$ cat src/hw/rtl/vpid_pkg.sv
`timescale 1ns / 1ps
// ----------------------------------------------------------------------------
// vpid_pkg: shared types and constants of the velocity PID
// Widths, bounds, register map and controller states.
// ----------------------------------------------------------------------------
package vpid_pkg;

	localparam int COUNT_WIDTH_DEF = 12;

	localparam int SP_W    = 8;
	localparam int ERR_W   = 13;
	localparam int DERR_W  = 14;
	localparam int INT_W   = 11;
	localparam int SUM_W   = 14;
	localparam int ACC_W   = 21;
	localparam int GAIN_W  = 5;
	localparam int DRIVE_W = 8;

	localparam int SET_MAX    = 100;
	localparam int ERR_MAX    = 4095;
	localparam int ERR_MIN    = -4096;
	localparam int INT_BOUND  = 1000;
	localparam int OUT_BOUND  = 8128;
	localparam int LEAK_SHIFT = 6;
	localparam int LEAK_ROUND = 63;

	localparam int PADDR_W = 5;
	localparam int PDATA_W = 32;

	typedef enum logic [2:0] {
		REG_SOFT_MODE   = 3'd0,
		REG_GAIN_P_STD  = 3'd1,
		REG_GAIN_D_STD  = 3'd2,
		REG_GAIN_P_SOFT = 3'd3,
		REG_GAIN_I_SOFT = 3'd4,
		REG_GAIN_D_SOFT = 3'd5,
		REG_SPEED_CAP   = 3'd6
	} reg_idx_t;

	localparam logic       RST_SOFT_MODE   = 1'b0;
	localparam logic [3:0] RST_GAIN_P_STD  = 4'd3;
	localparam logic [3:0] RST_GAIN_D_STD  = 4'd4;
	localparam logic [4:0] RST_GAIN_P_SOFT = 5'd8;
	localparam logic [4:0] RST_GAIN_I_SOFT = 5'd8;
	localparam logic [4:0] RST_GAIN_D_SOFT = 5'd16;
	localparam logic [6:0] RST_SPEED_CAP   = 7'd25;

	typedef enum logic [1:0] {
		TERM_ERR  = 2'd0,
		TERM_DERR = 2'd1,
		TERM_INT  = 2'd2
	} term_t;

	typedef enum logic [1:0] {
		S_IDLE = 2'd0,
		S_CALC = 2'd1,
		S_MUL  = 2'd2,
		S_DONE = 2'd3
	} state_t;

endpackage

$ cat src/hw/rtl/vpid_if.sv
`timescale 1ns / 1ps
// ----------------------------------------------------------------------------
// vpid_in_if / vpid_out_if: valid/ready channels of the velocity PID
// Setpoint and encoder count in, drive value out.
// ----------------------------------------------------------------------------
interface vpid_in_if #(
	parameter int COUNT_WIDTH = vpid_pkg::COUNT_WIDTH_DEF
);
	logic                                 valid;
	logic                                 ready;
	logic signed [vpid_pkg::SP_W-1:0]     target_speed;
	logic signed [COUNT_WIDTH-1:0]        measured_count;

	modport source (output valid, output target_speed, output measured_count, input ready);
	modport sink   (input valid, input target_speed, input measured_count, output ready);
endinterface

interface vpid_out_if;
	logic                                 valid;
	logic                                 ready;
	logic signed [vpid_pkg::DRIVE_W-1:0]  drive_value;

	modport source (output valid, output drive_value, input ready);
	modport sink   (input valid, input drive_value, output ready);
endinterface

$ cat src/hw/rtl/velocity_pid_two_mode.sv
`timescale 1ns / 1ps
// ----------------------------------------------------------------------------
// velocity_pid_two_mode: two-mode velocity PID for one motor
// Incremental PID or PID with leaky integral, gains multiplied bit-serially.
// ----------------------------------------------------------------------------
//  channel  | kind      | transaction
//  ---------+-----------+----------------------------------------------
//  sample   | sink      | target_speed, measured_count per period
//  drive    | source    | drive_value per period
//  apb      | slave     | gain, mode and speed cap registers
//
//  From acceptance to a valid result, an item passes an error step, the
//  shared shift-and-add multiplier per gain term (two in standard mode,
//  three in soft mode) and a saturation step; an invalid setpoint skips
//  the multiplier. arst_n resets the configuration, the controller state,
//  the stored error, sum and integral and the output valid, not the datapath.
//  The next item is taken as soon as the controller is idle, even while the
//  last result waits; a stalled drive channel holds the saturation step.
// ----------------------------------------------------------------------------
module velocity_pid_two_mode #(
	parameter int COUNT_WIDTH = vpid_pkg::COUNT_WIDTH_DEF
) (
	input  logic                          clk,
	input  logic                          arst_n,
	vpid_in_if.sink                       sample,
	vpid_out_if.source                    drive,
	input  logic                          psel,
	input  logic                          penable,
	input  logic                          pwrite,
	input  logic [vpid_pkg::PADDR_W-1:0]  paddr,
	input  logic [vpid_pkg::PDATA_W-1:0]  pwdata,
	output logic [vpid_pkg::PDATA_W-1:0]  prdata,
	output logic                          pready
);

	// wide enough for setpoint*4 minus any count before clamping
	localparam int DIFF_W = ((COUNT_WIDTH > vpid_pkg::ERR_W) ? COUNT_WIDTH : vpid_pkg::ERR_W) + 1;
	localparam int LEAK_W = vpid_pkg::INT_W + vpid_pkg::LEAK_SHIFT + 1;
	localparam int BIT_W  = $clog2(vpid_pkg::GAIN_W);

	// ------------------------------------------------------------------
	// configuration registers
	// ------------------------------------------------------------------
	logic       soft_mode_q;
	logic [3:0] gain_p_std_q;
	logic [3:0] gain_d_std_q;
	logic [4:0] gain_p_soft_q;
	logic [4:0] gain_i_soft_q;
	logic [4:0] gain_d_soft_q;
	logic [6:0] speed_cap_q;

	logic               cfg_wr;
	vpid_pkg::reg_idx_t cfg_idx;

	assign pready  = 1'b1;
	assign cfg_wr  = psel && penable && pwrite && pready;
	assign cfg_idx = vpid_pkg::reg_idx_t'(paddr[vpid_pkg::PADDR_W-1:2]);

	always_ff @(posedge clk or negedge arst_n) begin
		if (!arst_n) begin
			soft_mode_q   <= vpid_pkg::RST_SOFT_MODE;
			gain_p_std_q  <= vpid_pkg::RST_GAIN_P_STD;
			gain_d_std_q  <= vpid_pkg::RST_GAIN_D_STD;
			gain_p_soft_q <= vpid_pkg::RST_GAIN_P_SOFT;
			gain_i_soft_q <= vpid_pkg::RST_GAIN_I_SOFT;
			gain_d_soft_q <= vpid_pkg::RST_GAIN_D_SOFT;
			speed_cap_q   <= vpid_pkg::RST_SPEED_CAP;
		end else if (cfg_wr) begin
			case (cfg_idx)
				vpid_pkg::REG_SOFT_MODE:   soft_mode_q   <= pwdata[0];
				vpid_pkg::REG_GAIN_P_STD:  gain_p_std_q  <= pwdata[3:0];
				vpid_pkg::REG_GAIN_D_STD:  gain_d_std_q  <= pwdata[3:0];
				vpid_pkg::REG_GAIN_P_SOFT: gain_p_soft_q <= pwdata[4:0];
				vpid_pkg::REG_GAIN_I_SOFT: gain_i_soft_q <= pwdata[4:0];
				vpid_pkg::REG_GAIN_D_SOFT: gain_d_soft_q <= pwdata[4:0];
				vpid_pkg::REG_SPEED_CAP:   speed_cap_q   <= pwdata[6:0];
				default: ;  // address past the map: drop the write
			endcase
		end
	end

	always_comb begin
		prdata = '0;
		case (cfg_idx)
			vpid_pkg::REG_SOFT_MODE:   prdata[0]   = soft_mode_q;
			vpid_pkg::REG_GAIN_P_STD:  prdata[3:0] = gain_p_std_q;
			vpid_pkg::REG_GAIN_D_STD:  prdata[3:0] = gain_d_std_q;
			vpid_pkg::REG_GAIN_P_SOFT: prdata[4:0] = gain_p_soft_q;
			vpid_pkg::REG_GAIN_I_SOFT: prdata[4:0] = gain_i_soft_q;
			vpid_pkg::REG_GAIN_D_SOFT: prdata[4:0] = gain_d_soft_q;
			vpid_pkg::REG_SPEED_CAP:   prdata[6:0] = speed_cap_q;
			default:                   prdata      = '0;
		endcase
	end

	// ------------------------------------------------------------------
	// controller state and item registers
	// ------------------------------------------------------------------
	vpid_pkg::state_t state_q, state_d;

	logic signed [vpid_pkg::ERR_W-1:0]  prev_error_q;
	logic signed [vpid_pkg::SUM_W-1:0]  incr_accum_q;
	logic signed [vpid_pkg::INT_W-1:0]  leaky_int_q;

	logic signed [vpid_pkg::SP_W-1:0]   sp_q;
	logic signed [COUNT_WIDTH-1:0]      cnt_q;
	logic                               skip_q;
	logic signed [vpid_pkg::ERR_W-1:0]  err_q;
	logic signed [vpid_pkg::DERR_W-1:0] derr_q;
	logic signed [vpid_pkg::INT_W-1:0]  leak_new_q;

	// serial multiplier: multiplicand shifts left, gain shifts right
	logic signed [vpid_pkg::ACC_W-1:0]  acc_q;
	logic signed [vpid_pkg::ACC_W-1:0]  mcand_q;
	logic [vpid_pkg::GAIN_W-1:0]        gain_q;
	logic [BIT_W-1:0]                   bit_q;
	vpid_pkg::term_t                    term_q;

	logic out_valid_q;
	logic signed [vpid_pkg::DRIVE_W-1:0] drive_q;

	// ------------------------------------------------------------------
	// error, derivative and leaky integral (valid in S_CALC)
	// ------------------------------------------------------------------
	logic                               sp_bad;
	logic signed [vpid_pkg::SP_W:0]     cap_s;
	logic signed [vpid_pkg::SP_W:0]     sp_c;
	logic signed [DIFF_W-1:0]           diff;
	logic signed [vpid_pkg::ERR_W-1:0]  err_c;
	logic signed [vpid_pkg::DERR_W-1:0] derr_c;
	logic signed [LEAK_W-1:0]           leak_ext;
	logic signed [LEAK_W-1:0]           leak63;
	logic signed [LEAK_W-1:0]           leak_div;
	logic signed [LEAK_W-1:0]           leak_sum;
	logic signed [vpid_pkg::INT_W-1:0]  leak_c;

	always_comb begin
		sp_bad = (sp_q > vpid_pkg::SET_MAX) || (sp_q < -vpid_pkg::SET_MAX) || (sp_q == '0);
		cap_s  = $signed({2'b00, speed_cap_q});
		sp_c   = (vpid_pkg::SP_W + 1)'(sp_q);
		if (soft_mode_q) begin
			if (sp_c > cap_s)
				sp_c = cap_s;
			else if (sp_c < -cap_s)
				sp_c = -cap_s;
		end
		diff = (DIFF_W'(sp_c) <<< 2) - DIFF_W'(cnt_q);
		if (diff > vpid_pkg::ERR_MAX)
			err_c = vpid_pkg::ERR_W'(vpid_pkg::ERR_MAX);
		else if (diff < vpid_pkg::ERR_MIN)
			err_c = vpid_pkg::ERR_W'(vpid_pkg::ERR_MIN);
		else
			err_c = diff[vpid_pkg::ERR_W-1:0];
		derr_c = vpid_pkg::DERR_W'(err_c) - vpid_pkg::DERR_W'(prev_error_q);

		// times 63/64, truncated toward zero
		leak_ext = LEAK_W'(leaky_int_q);
		leak63   = (leak_ext <<< vpid_pkg::LEAK_SHIFT) - leak_ext;
		if (leak63[LEAK_W-1])
			leak_div = (leak63 + LEAK_W'(vpid_pkg::LEAK_ROUND)) >>> vpid_pkg::LEAK_SHIFT;
		else
			leak_div = leak63 >>> vpid_pkg::LEAK_SHIFT;
		leak_sum = leak_div + LEAK_W'(err_c);
		if (leak_sum > vpid_pkg::INT_BOUND)
			leak_c = vpid_pkg::INT_W'(vpid_pkg::INT_BOUND);
		else if (leak_sum < -vpid_pkg::INT_BOUND)
			leak_c = vpid_pkg::INT_W'(-vpid_pkg::INT_BOUND);
		else
			leak_c = leak_sum[vpid_pkg::INT_W-1:0];
	end

	// ------------------------------------------------------------------
	// operand and gain of the next multiplier term
	// ------------------------------------------------------------------
	logic                              last_bit;
	logic                              last_term;
	vpid_pkg::term_t                   term_nx;
	logic signed [vpid_pkg::ACC_W-1:0] op_nx;
	logic [vpid_pkg::GAIN_W-1:0]       gain_nx;

	always_comb begin
		last_bit  = (bit_q == BIT_W'(vpid_pkg::GAIN_W - 1));
		last_term = soft_mode_q ? (term_q == vpid_pkg::TERM_INT) : (term_q == vpid_pkg::TERM_DERR);
		case (term_q)
			vpid_pkg::TERM_ERR: begin
				term_nx = vpid_pkg::TERM_DERR;
				op_nx   = vpid_pkg::ACC_W'(derr_q);
				gain_nx = soft_mode_q ? gain_d_soft_q : {1'b0, gain_d_std_q};
			end
			vpid_pkg::TERM_DERR: begin
				term_nx = vpid_pkg::TERM_INT;
				op_nx   = vpid_pkg::ACC_W'(leak_new_q);
				gain_nx = gain_i_soft_q;
			end
			default: begin
				term_nx = vpid_pkg::TERM_ERR;
				op_nx   = '0;
				gain_nx = '0;
			end
		endcase
	end

	// ------------------------------------------------------------------
	// saturation of the accumulated sum
	// ------------------------------------------------------------------
	logic signed [vpid_pkg::SUM_W-1:0] sum_c;

	always_comb begin
		if (acc_q > vpid_pkg::OUT_BOUND)
			sum_c = vpid_pkg::SUM_W'(vpid_pkg::OUT_BOUND);
		else if (acc_q < -vpid_pkg::OUT_BOUND)
			sum_c = vpid_pkg::SUM_W'(-vpid_pkg::OUT_BOUND);
		else
			sum_c = acc_q[vpid_pkg::SUM_W-1:0];
	end

	// ------------------------------------------------------------------
	// sequencer
	// ------------------------------------------------------------------
	logic take;
	logic finish;

	always_comb begin
		state_d = state_q;
		case (state_q)
			vpid_pkg::S_IDLE: if (sample.valid) state_d = vpid_pkg::S_CALC;
			vpid_pkg::S_CALC: state_d = sp_bad ? vpid_pkg::S_DONE : vpid_pkg::S_MUL;
			vpid_pkg::S_MUL:  if (last_bit && last_term) state_d = vpid_pkg::S_DONE;
			vpid_pkg::S_DONE: if (!out_valid_q || drive.ready) state_d = vpid_pkg::S_IDLE;
			default:          state_d = vpid_pkg::S_IDLE;
		endcase
	end

	always_comb begin
		take   = (state_q == vpid_pkg::S_IDLE) && sample.valid;
		finish = (state_q == vpid_pkg::S_DONE) && (!out_valid_q || drive.ready);
	end

	assign sample.ready      = (state_q == vpid_pkg::S_IDLE);
	assign drive.valid       = out_valid_q;
	assign drive.drive_value = drive_q;

	always_ff @(posedge clk or negedge arst_n) begin
		if (!arst_n) begin
			state_q      <= vpid_pkg::S_IDLE;
			prev_error_q <= '0;
			incr_accum_q <= '0;
			leaky_int_q  <= '0;
			out_valid_q  <= 1'b0;
			bit_q        <= '0;
			term_q       <= vpid_pkg::TERM_ERR;
		end else begin
			state_q <= state_d;
			if (state_q == vpid_pkg::S_CALC) begin
				bit_q  <= '0;
				term_q <= vpid_pkg::TERM_ERR;
			end else if (state_q == vpid_pkg::S_MUL) begin
				bit_q <= last_bit ? '0 : bit_q + 1'b1;
				if (last_bit)
					term_q <= term_nx;
			end
			if (finish) begin
				out_valid_q <= 1'b1;
				if (!skip_q) begin
					prev_error_q <= err_q;
					if (soft_mode_q)
						leaky_int_q <= leak_new_q;
					else
						incr_accum_q <= sum_c;
				end
			end else if (drive.ready) begin
				out_valid_q <= 1'b0;
			end
		end
	end

	// datapath registers, no reset needed
	always_ff @(posedge clk) begin
		if (take) begin
			sp_q  <= sample.target_speed;
			cnt_q <= sample.measured_count;
		end
		if (state_q == vpid_pkg::S_CALC) begin
			skip_q     <= sp_bad;
			err_q      <= err_c;
			derr_q     <= derr_c;
			leak_new_q <= leak_c;
			// standard mode adds onto the running accumulator
			acc_q      <= soft_mode_q ? '0 : vpid_pkg::ACC_W'(incr_accum_q);
			mcand_q    <= vpid_pkg::ACC_W'(err_c);
			gain_q     <= soft_mode_q ? gain_p_soft_q : {1'b0, gain_p_std_q};
		end else if (state_q == vpid_pkg::S_MUL) begin
			if (gain_q[0])
				acc_q <= acc_q + mcand_q;
			if (last_bit) begin
				mcand_q <= op_nx;
				gain_q  <= gain_nx;
			end else begin
				mcand_q <= mcand_q <<< 1;
				gain_q  <= gain_q >> 1;
			end
		end
		if (finish)
			// arithmetic shift right by 6 of the saturated sum
			drive_q <= skip_q ? '0 : sum_c[vpid_pkg::SUM_W-1:vpid_pkg::LEAK_SHIFT];
	end

endmodule

$ cat src/flat_wrapper.sv
// flat-port wrapper written by rule: the top's interface ports become plain ports
module velocity_pid_two_mode_flat 
#(
	parameter int COUNT_WIDTH = vpid_pkg::COUNT_WIDTH_DEF
)
  (clk, arst_n, psel, penable, pwrite, paddr, pwdata, prdata, pready, sample_valid, sample_target_speed, sample_measured_count, sample_ready, drive_valid, drive_drive_value, drive_ready);
  vpid_in_if #(.COUNT_WIDTH(COUNT_WIDTH)) sample_i ();
  vpid_out_if drive_i ();
  input  logic clk;
  input  logic arst_n;
  input  logic psel;
  input  logic penable;
  input  logic pwrite;
  input  logic [vpid_pkg::PADDR_W-1:0] paddr;
  input  logic [vpid_pkg::PDATA_W-1:0] pwdata;
  output logic [vpid_pkg::PDATA_W-1:0] prdata;
  output logic pready;
  input wire logic [$bits(sample_i.valid)-1:0] sample_valid;
  input wire logic [$bits(sample_i.target_speed)-1:0] sample_target_speed;
  input wire logic [$bits(sample_i.measured_count)-1:0] sample_measured_count;
  output wire logic [$bits(sample_i.ready)-1:0] sample_ready;
  output wire logic [$bits(drive_i.valid)-1:0] drive_valid;
  output wire logic [$bits(drive_i.drive_value)-1:0] drive_drive_value;
  input wire logic [$bits(drive_i.ready)-1:0] drive_ready;
  assign sample_i.valid = sample_valid;
  assign sample_i.target_speed = sample_target_speed;
  assign sample_i.measured_count = sample_measured_count;
  assign sample_ready = sample_i.ready;
  assign drive_valid = drive_i.valid;
  assign drive_drive_value = drive_i.drive_value;
  assign drive_i.ready = drive_ready;
  velocity_pid_two_mode #(.COUNT_WIDTH(COUNT_WIDTH)) u_core (.clk(clk), .arst_n(arst_n), .sample(sample_i), .drive(drive_i), .psel(psel), .penable(penable), .pwrite(pwrite), .paddr(paddr), .pwdata(pwdata), .prdata(prdata), .pready(pready));
endmodule
$ cat config.mk
export PLATFORM = sky130hd
export DESIGN_NAME = velocity_pid_two_mode_flat
export DESIGN_NICKNAME = d
export VERILOG_FILES = /design/src/hw/rtl/vpid_pkg.sv /design/src/hw/rtl/vpid_if.sv /design/src/hw/rtl/velocity_pid_two_mode.sv /design/src/flat_wrapper.sv
export SDC_FILE = /design/constraint.sdc
export NUM_CORES = 1
export LEC_CHECK = 0
export BUFFER_PORTS_ARGS = -buffer_cell sky130_fd_sc_hd__buf_2
export CORE_UTILIZATION = 61
export CTS_CLUSTER_DIAMETER = 80
export CTS_CLUSTER_SIZE = 40
export DETAILED_ROUTE_END_ITERATION = 12
export PLACE_DENSITY = 0.85
export SETUP_SLACK_MARGIN = 0.05
export SLEW_MARGIN = 20
export SYNTH_ARGS = -nofsm -noshare
export SYNTH_HDL_FRONTEND = slang
export SYNTH_SLANG_ARGS = --single-unit
$ cat constraint.sdc
create_clock -name clk -period 9.05 [get_ports clk]
set_input_delay 0.4525 -clock clk [delete_from_list [all_inputs] [get_ports clk]]
set_output_delay 0.4525 -clock clk [all_outputs]
set_load 0.05 [all_outputs]
After elaboration in Yosys (flattened, before gate mapping)
Cells that the tools add are included.
- $add $sub $neg: 8
- $mul: 0
- div/mod/pow operators: 0
- order comparisons: 10
- equal/unequal tests: 15
- shift-type cells: 0
- muxes and demuxes: 42
- bitwise gates (word level): 2
- reductions and logical operators: 31
- operator list (operator ; count):
    $mux 21 ; 7
    $pmux 21 s2 ; 1
    $mux 14 ; 2
    $mux 9 ; 3
    $mux 13 ; 2
    $mux 5 ; 5
    $add 21x21->21 ; 1
    $gt 21x14->1 const B ; 1
    $lt 21x14->1 const B ; 1
    $reduce_and 2->1 ; 10
    $add 18x13->18 ; 1
    $add 18x7->18 const B ; 1
    $gt 18x11->1 const B ; 1
    $lt 18x11->1 const B ; 1
    $mux 18 ; 1
    $pmux 3 s6 ; 1
    $sub 17x11->18 ; 1
    $mux 2 ; 7
    $sub 13x13->14 ; 1
    $gt 13x13->1 const B ; 1
    $lt 13x13->1 const B ; 1
    $sub 11x12->13 ; 1
    $eq 3x3->1 const B ; 4
    $mux 11 ; 1
    other kinds (29) ; 52
- register bits: 191
- bits in latches: 0
- memory bits (writable): 0
- memory bits (read-only): 0
- input bits: 64
- output and inout port bits: 43
- logic and storage cells: 133
- memories: 0

Logic depth before layout (Yosys ltp)
- depth after elaboration: 12
- mapped depth: 30
- depth with buffers taken out: 29

Least setup slack after synthesis
OpenSTA, ideal clock, no wires.
- kind: reg2reg
- start: register u_core.speed_cap_q[0]
- end: register u_core.leak_new_q[3] (netlist name) (data pin)
- setup time: 0.259 ns
- data arrival time: 6.239 ns
- required time: 8.791 ns
- path slack: 2.552 ns
- stages on the path, launching flop included: 29
- path buffers: 1
- clock period less this slack: 6.498 ns
- path through: dfstp_2 inv_1 ha_1 and3_1 xnor2_1 ha_1 nor2b_1 o31a_1 o211a_1 o31ai_1 o21ai_1 a221o_1 ha_1 o21a_1 o21a_1 o21ai_0 a21oi_1 o31ai_1 o21bai_1 xor2_1 ha_1 clkbuf_1 a21oi_1 o21ai_0 a31oi_1 mux2_1 nor3_1 a32oi_1 or2_1
- cells in the longest elaborated chain, start to end: 12
- elaborated cells on any way between the ends: 15
- classes of those cells: add/sub: 3; order compare: 6; mux: 5; reduce/logical: 1
- RTL lines (element ; line ; source):
    from (decl) ; velocity_pid_two_mode.sv:50 ; logic [6:0] speed_cap_q;
    from (signal assigned) ; velocity_pid_two_mode.sv:67 ; speed_cap_q <= vpid_pkg::RST_SPEED_CAP;
    from (signal assigned) ; velocity_pid_two_mode.sv:76 ; vpid_pkg::REG_SPEED_CAP: speed_cap_q <= pwdata[6:0];
    $neg 7->9 ; velocity_pid_two_mode.sv:144, velocity_pid_two_mode.sv:145 ;
    $lt 8x9->1 ; velocity_pid_two_mode.sv:144 ; else if (sp_c < -cap_s)
    $mux 9 ; velocity_pid_two_mode.sv:144 ;
    $mux 9 (*) ; velocity_pid_two_mode.sv:142 ; if (sp_c > cap_s)
    $mux 9 (*) ; velocity_pid_two_mode.sv:141 ; if (soft_mode_q) begin
    $sub 11x12->13 (*) ; velocity_pid_two_mode.sv:147 ; diff = (DIFF_W'(sp_c) <<< 2) - DIFF_W'(cnt_q);
    $lt 13x13->1 ; velocity_pid_two_mode.sv:150 ; else if (diff < vpid_pkg::ERR_MIN)
    $mux 13 ; velocity_pid_two_mode.sv:150 ;
    $mux 13 (*) ; velocity_pid_two_mode.sv:148 ; if (diff > vpid_pkg::ERR_MAX)
    net u_core.err_c (one bit) ; velocity_pid_two_mode.sv:129 ; logic signed [vpid_pkg::ERR_W-1:0] err_c;
    $add 18x13->18 (*) ; velocity_pid_two_mode.sv:163 ; leak_sum = leak_div + LEAK_W'(err_c);
    $lt 18x11->1 or $gt 18x11->1 (tied branches) ; velocity_pid_two_mode.sv:166, velocity_pid_two_mode.sv:164 ;
    $reduce_or 2->1 (no line) (*) ; n/a ;
    to (signal assigned) ; velocity_pid_two_mode.sv:287 ; leak_new_q <= leak_c;
    to (decl) ; velocity_pid_two_mode.sv:110 ; logic signed [vpid_pkg::INT_W-1:0] leak_new_q;
The timed path passes the listed nets; every way through them passes the cells marked *.
A chain may end at the register's enable or synchronous reset.

Worst setup path after layout
Same ends and word-level chain as after synthesis.

==> impl_metrics.yaml <==
worst_hold_path:
  hold_class: "in -> async"
route:
  drc_errors: 0
  ant_nets: 0
  drtPass1Iterations: 6
  wl_mm: 27.9
  wl_per_cell_microns: 17.6
  via_per_inst: 6.15
  drtIter0Drc: 908
  vias: 9712
floorplanning:
  ios: 107
  core-area_sq_um: 19800
  dieHeight_microns: 145
  rows: 51
  initial_core_util: 0.631
  die_w_microns: 145
  floorplan.die_area_sq_um: 21000
place:
  port_buffers: 53
  gp_congestion: 0.925
  post-place-ws_ns: 1.58
  dp_hpwl_mm: 20.3
logic_synthesis:
  synth_seq_cells: 191
  yosys.cell_types.count: 86
  yosys_warnings: 0
  async_flop_share: 0.403
  synth_edf_count: 114
  synth.avg_cell_area_sq_um: 9.88
  syn_area_sq_um: 12500
  syn_inst: 1264
  seq_area_frac_synth: 0.429
  synthFlopType: "edfxtp_1"
sta:
  rsz0062_at_grt: "false"
  slew_violations: 0
  skew_ns: 0.0144
  fin_crit_sh: 0.838
  finalSetupViolCount: 0
  relSlewSlack: 0.369
  fin_crit_ns: 7.58
  setup_slack_ns: 1.47
  worst_pin_slew_ns: 0.946
  hold_violations: 0
  setup_tns_ns: 0
  fmax_mhz: 132
clock_tree:
  numCtsBuffers: 17
  htreeDepth: 4
  tritoncts: "done"
  postCtsSetupBuffers: 0
  clock_latency_ns: 0.44
  clk_pin_slew_ns: 0.07
  cts_root_buffer: "clkbuf_16"
  cts_resized: 0
  cts.sink_count: 191
  cts_hold_buf: 0
  cts_max_path_buffers: 2
worst_setup_path:
  cpPeakStageDelay_ns: 0.56
  critical_path_class: "reg -> reg"
  arrival_ns: 7.78
  critPathCapture: "u_core.leak_new_q[3]"
  reg2reg_to: "u_core.leak_new_q[3]"
  slowest_stage: "dfstp_2"
  worstSetupStartpoint: "u_core.speed_cap_q[0]"
  crit_path_end_kind: "flop"
  r2r_cells: 29
  crit_required_ns: 9.24
  r2r-start: "u_core.speed_cap_q[0]"
  cp_max_fo: 13
  r2r_setup_slack_ns: 1.47
  cp-start-kind: "flop"
  crit_top_cell: "ha_1"
layout:
  final.fill_count: 1486
  diodes: 0
  final_cell_mix: "nand2_1 (134), edfxtp_1 (114), inv_1 (92)"
  multi_input_area_sq_um: 6540
  seqCellArea_sq_um: 5360
  layout_commonest_cell: "nand2_1"
  nNetsFinal: 1459
  drive_above_1_share: 0.127
  syn_to_final_growth_pct: 8.25
job:
  drv_cap: 0
global_route:
  grt_pass1_vias: 9333
  grt_max_degree: 78
  overflow: 0
  antenna_found_initial: 0
  grt_pass1_wl_mm: 46.0
  grt_use_total: 0.271
status:
  status: "finished, final reports clean"
## kinds of logic (layout without fill, tap and decap cells)
logic type,after synthesis,in the layout,share of synthesized area
simple gates,364,364,0.139
compound gates,327,327,0.177
flops,191,191,0.429
buf+inv,156,183,0.0550
fa+ha+maj,93,93,0.0950
mux,66,66,0.0579
xor+xnor,65,65,0.0462
other cells,2,26,0.000601
## final cells by class
class,instances,share of cell area
clock buffer,19,0.0320
clock inverter,13,0.0139
inverter,92,0.0255
sequential,191,0.397
tap,265,0.0245
multi-input combinational,941,0.484
timing repair buffer,59,0.0234
## cell usage after synthesis, drive strengths merged, types with 6 or more instances
cell | number | area [sq um]
a211oi | 7 | 57.6
a21o | 14 | 105
a21oi | 55 | 275
a221oi | 16 | 146
a31oi | 17 | 119
and2 | 10 | 63.8
and3 | 14 | 87.6
buf | 34 | 229
clkbuf | 30 | 113
dfrtp | 68 | 1700
dfstp | 9 | 236
edfxtp | 114 | 3420
ha | 90 | 1130
inv | 92 | 345
mux2 | 50 | 563
mux2i | 16 | 160
nand2 | 134 | 503
nand2b | 16 | 100
nand3 | 22 | 115
nand4 | 6 | 37.5
nor2 | 81 | 307
nor2b | 18 | 113
nor3 | 28 | 156
nor3b | 7 | 52.6
nor4 | 6 | 43.8
o21a | 25 | 188
o21ai | 99 | 495
o21bai | 8 | 60.1
o221ai | 6 | 52.6
o22ai | 6 | 37.5
o31ai | 17 | 151
or2 | 8 | 50.0
or3 | 6 | 42.5
xnor2 | 44 | 385
xor2 | 21 | 191
## worst min-delay path by stage
stage	from	endpoint	slack, ns
after CTS	sample_measured_count[6]	u_core.cnt_q[6]	0.18
after detailed placement	u_core.err_q[4]	u_core.prev_error_q[4]	0.43
after global routing	arst_n	u_core.incr_accum_q[13]	0.13
after floorplan	arst_n	u_core.bit_q[0]	0.16
final	arst_n	u_core.incr_accum_q[13]	0.05
after global placement	u_core.err_q[11]	u_core.prev_error_q[11]	0.43
## worst max-delay path: cells and delay by family, from the launching register on
family          cells  cell delay [ns]
flops               1             0.56
compound gates     14             2.99
buf+inv             2             0.31
simple gates        5             1.17
mux                 2             0.64
xor+xnor            2             0.44
fa+ha+maj           4             1.23
## sequential cells by signal (all words and copies together), names as in the netlist, 7 cells and up
signal,count
u_core.leak_new_q,11
u_core.cnt_q,12
u_core.mcand_q,21
u_core.leaky_int_q,11
u_core.sp_q,8
u_core.incr_accum_q,14
u_core.acc_q,21
u_core.err_q,13
u_core.prev_error_q,13
u_core.speed_cap_q,7
u_core.drive.drive_value,8
u_core.derr_q,14
## stage by stage
| step | utilization | instances | area [sq um] | hold slack, ns |
|---|---|---|---|---|
| 6_report | 0.683 | 1580 | 13500 | 0.0536 |
| 5_1_grt | 0.683 | 1580 | 13500 | 0.127 |
| 4_1_cts | 0.683 | 1580 | 13500 | 0.181 |
| 3_5_place_dp | 0.652 | 1548 | 12900 | 0.434 |
| 3_3_place_gp | 0.652 | 1548 | 12900 | 0.429 |
| 2_1_floorplan | - | 1288 | 12600 | 0.157 |
## layer usage
layer / part of all wire / up-vias / GRT usage
met5: 0 / - / 0
met4: 0.027 / 0 / 0.0968
met3: 0.063 / 61 / 0.0453
met2: 0.48 / 420 / 0.451
met1: 0.43 / 4607 / 0.358
li1: - / 4624 / -
Power is not shown: default switching activity piles up to over one toggle a cycle in this logic, so the estimate is an artifact.
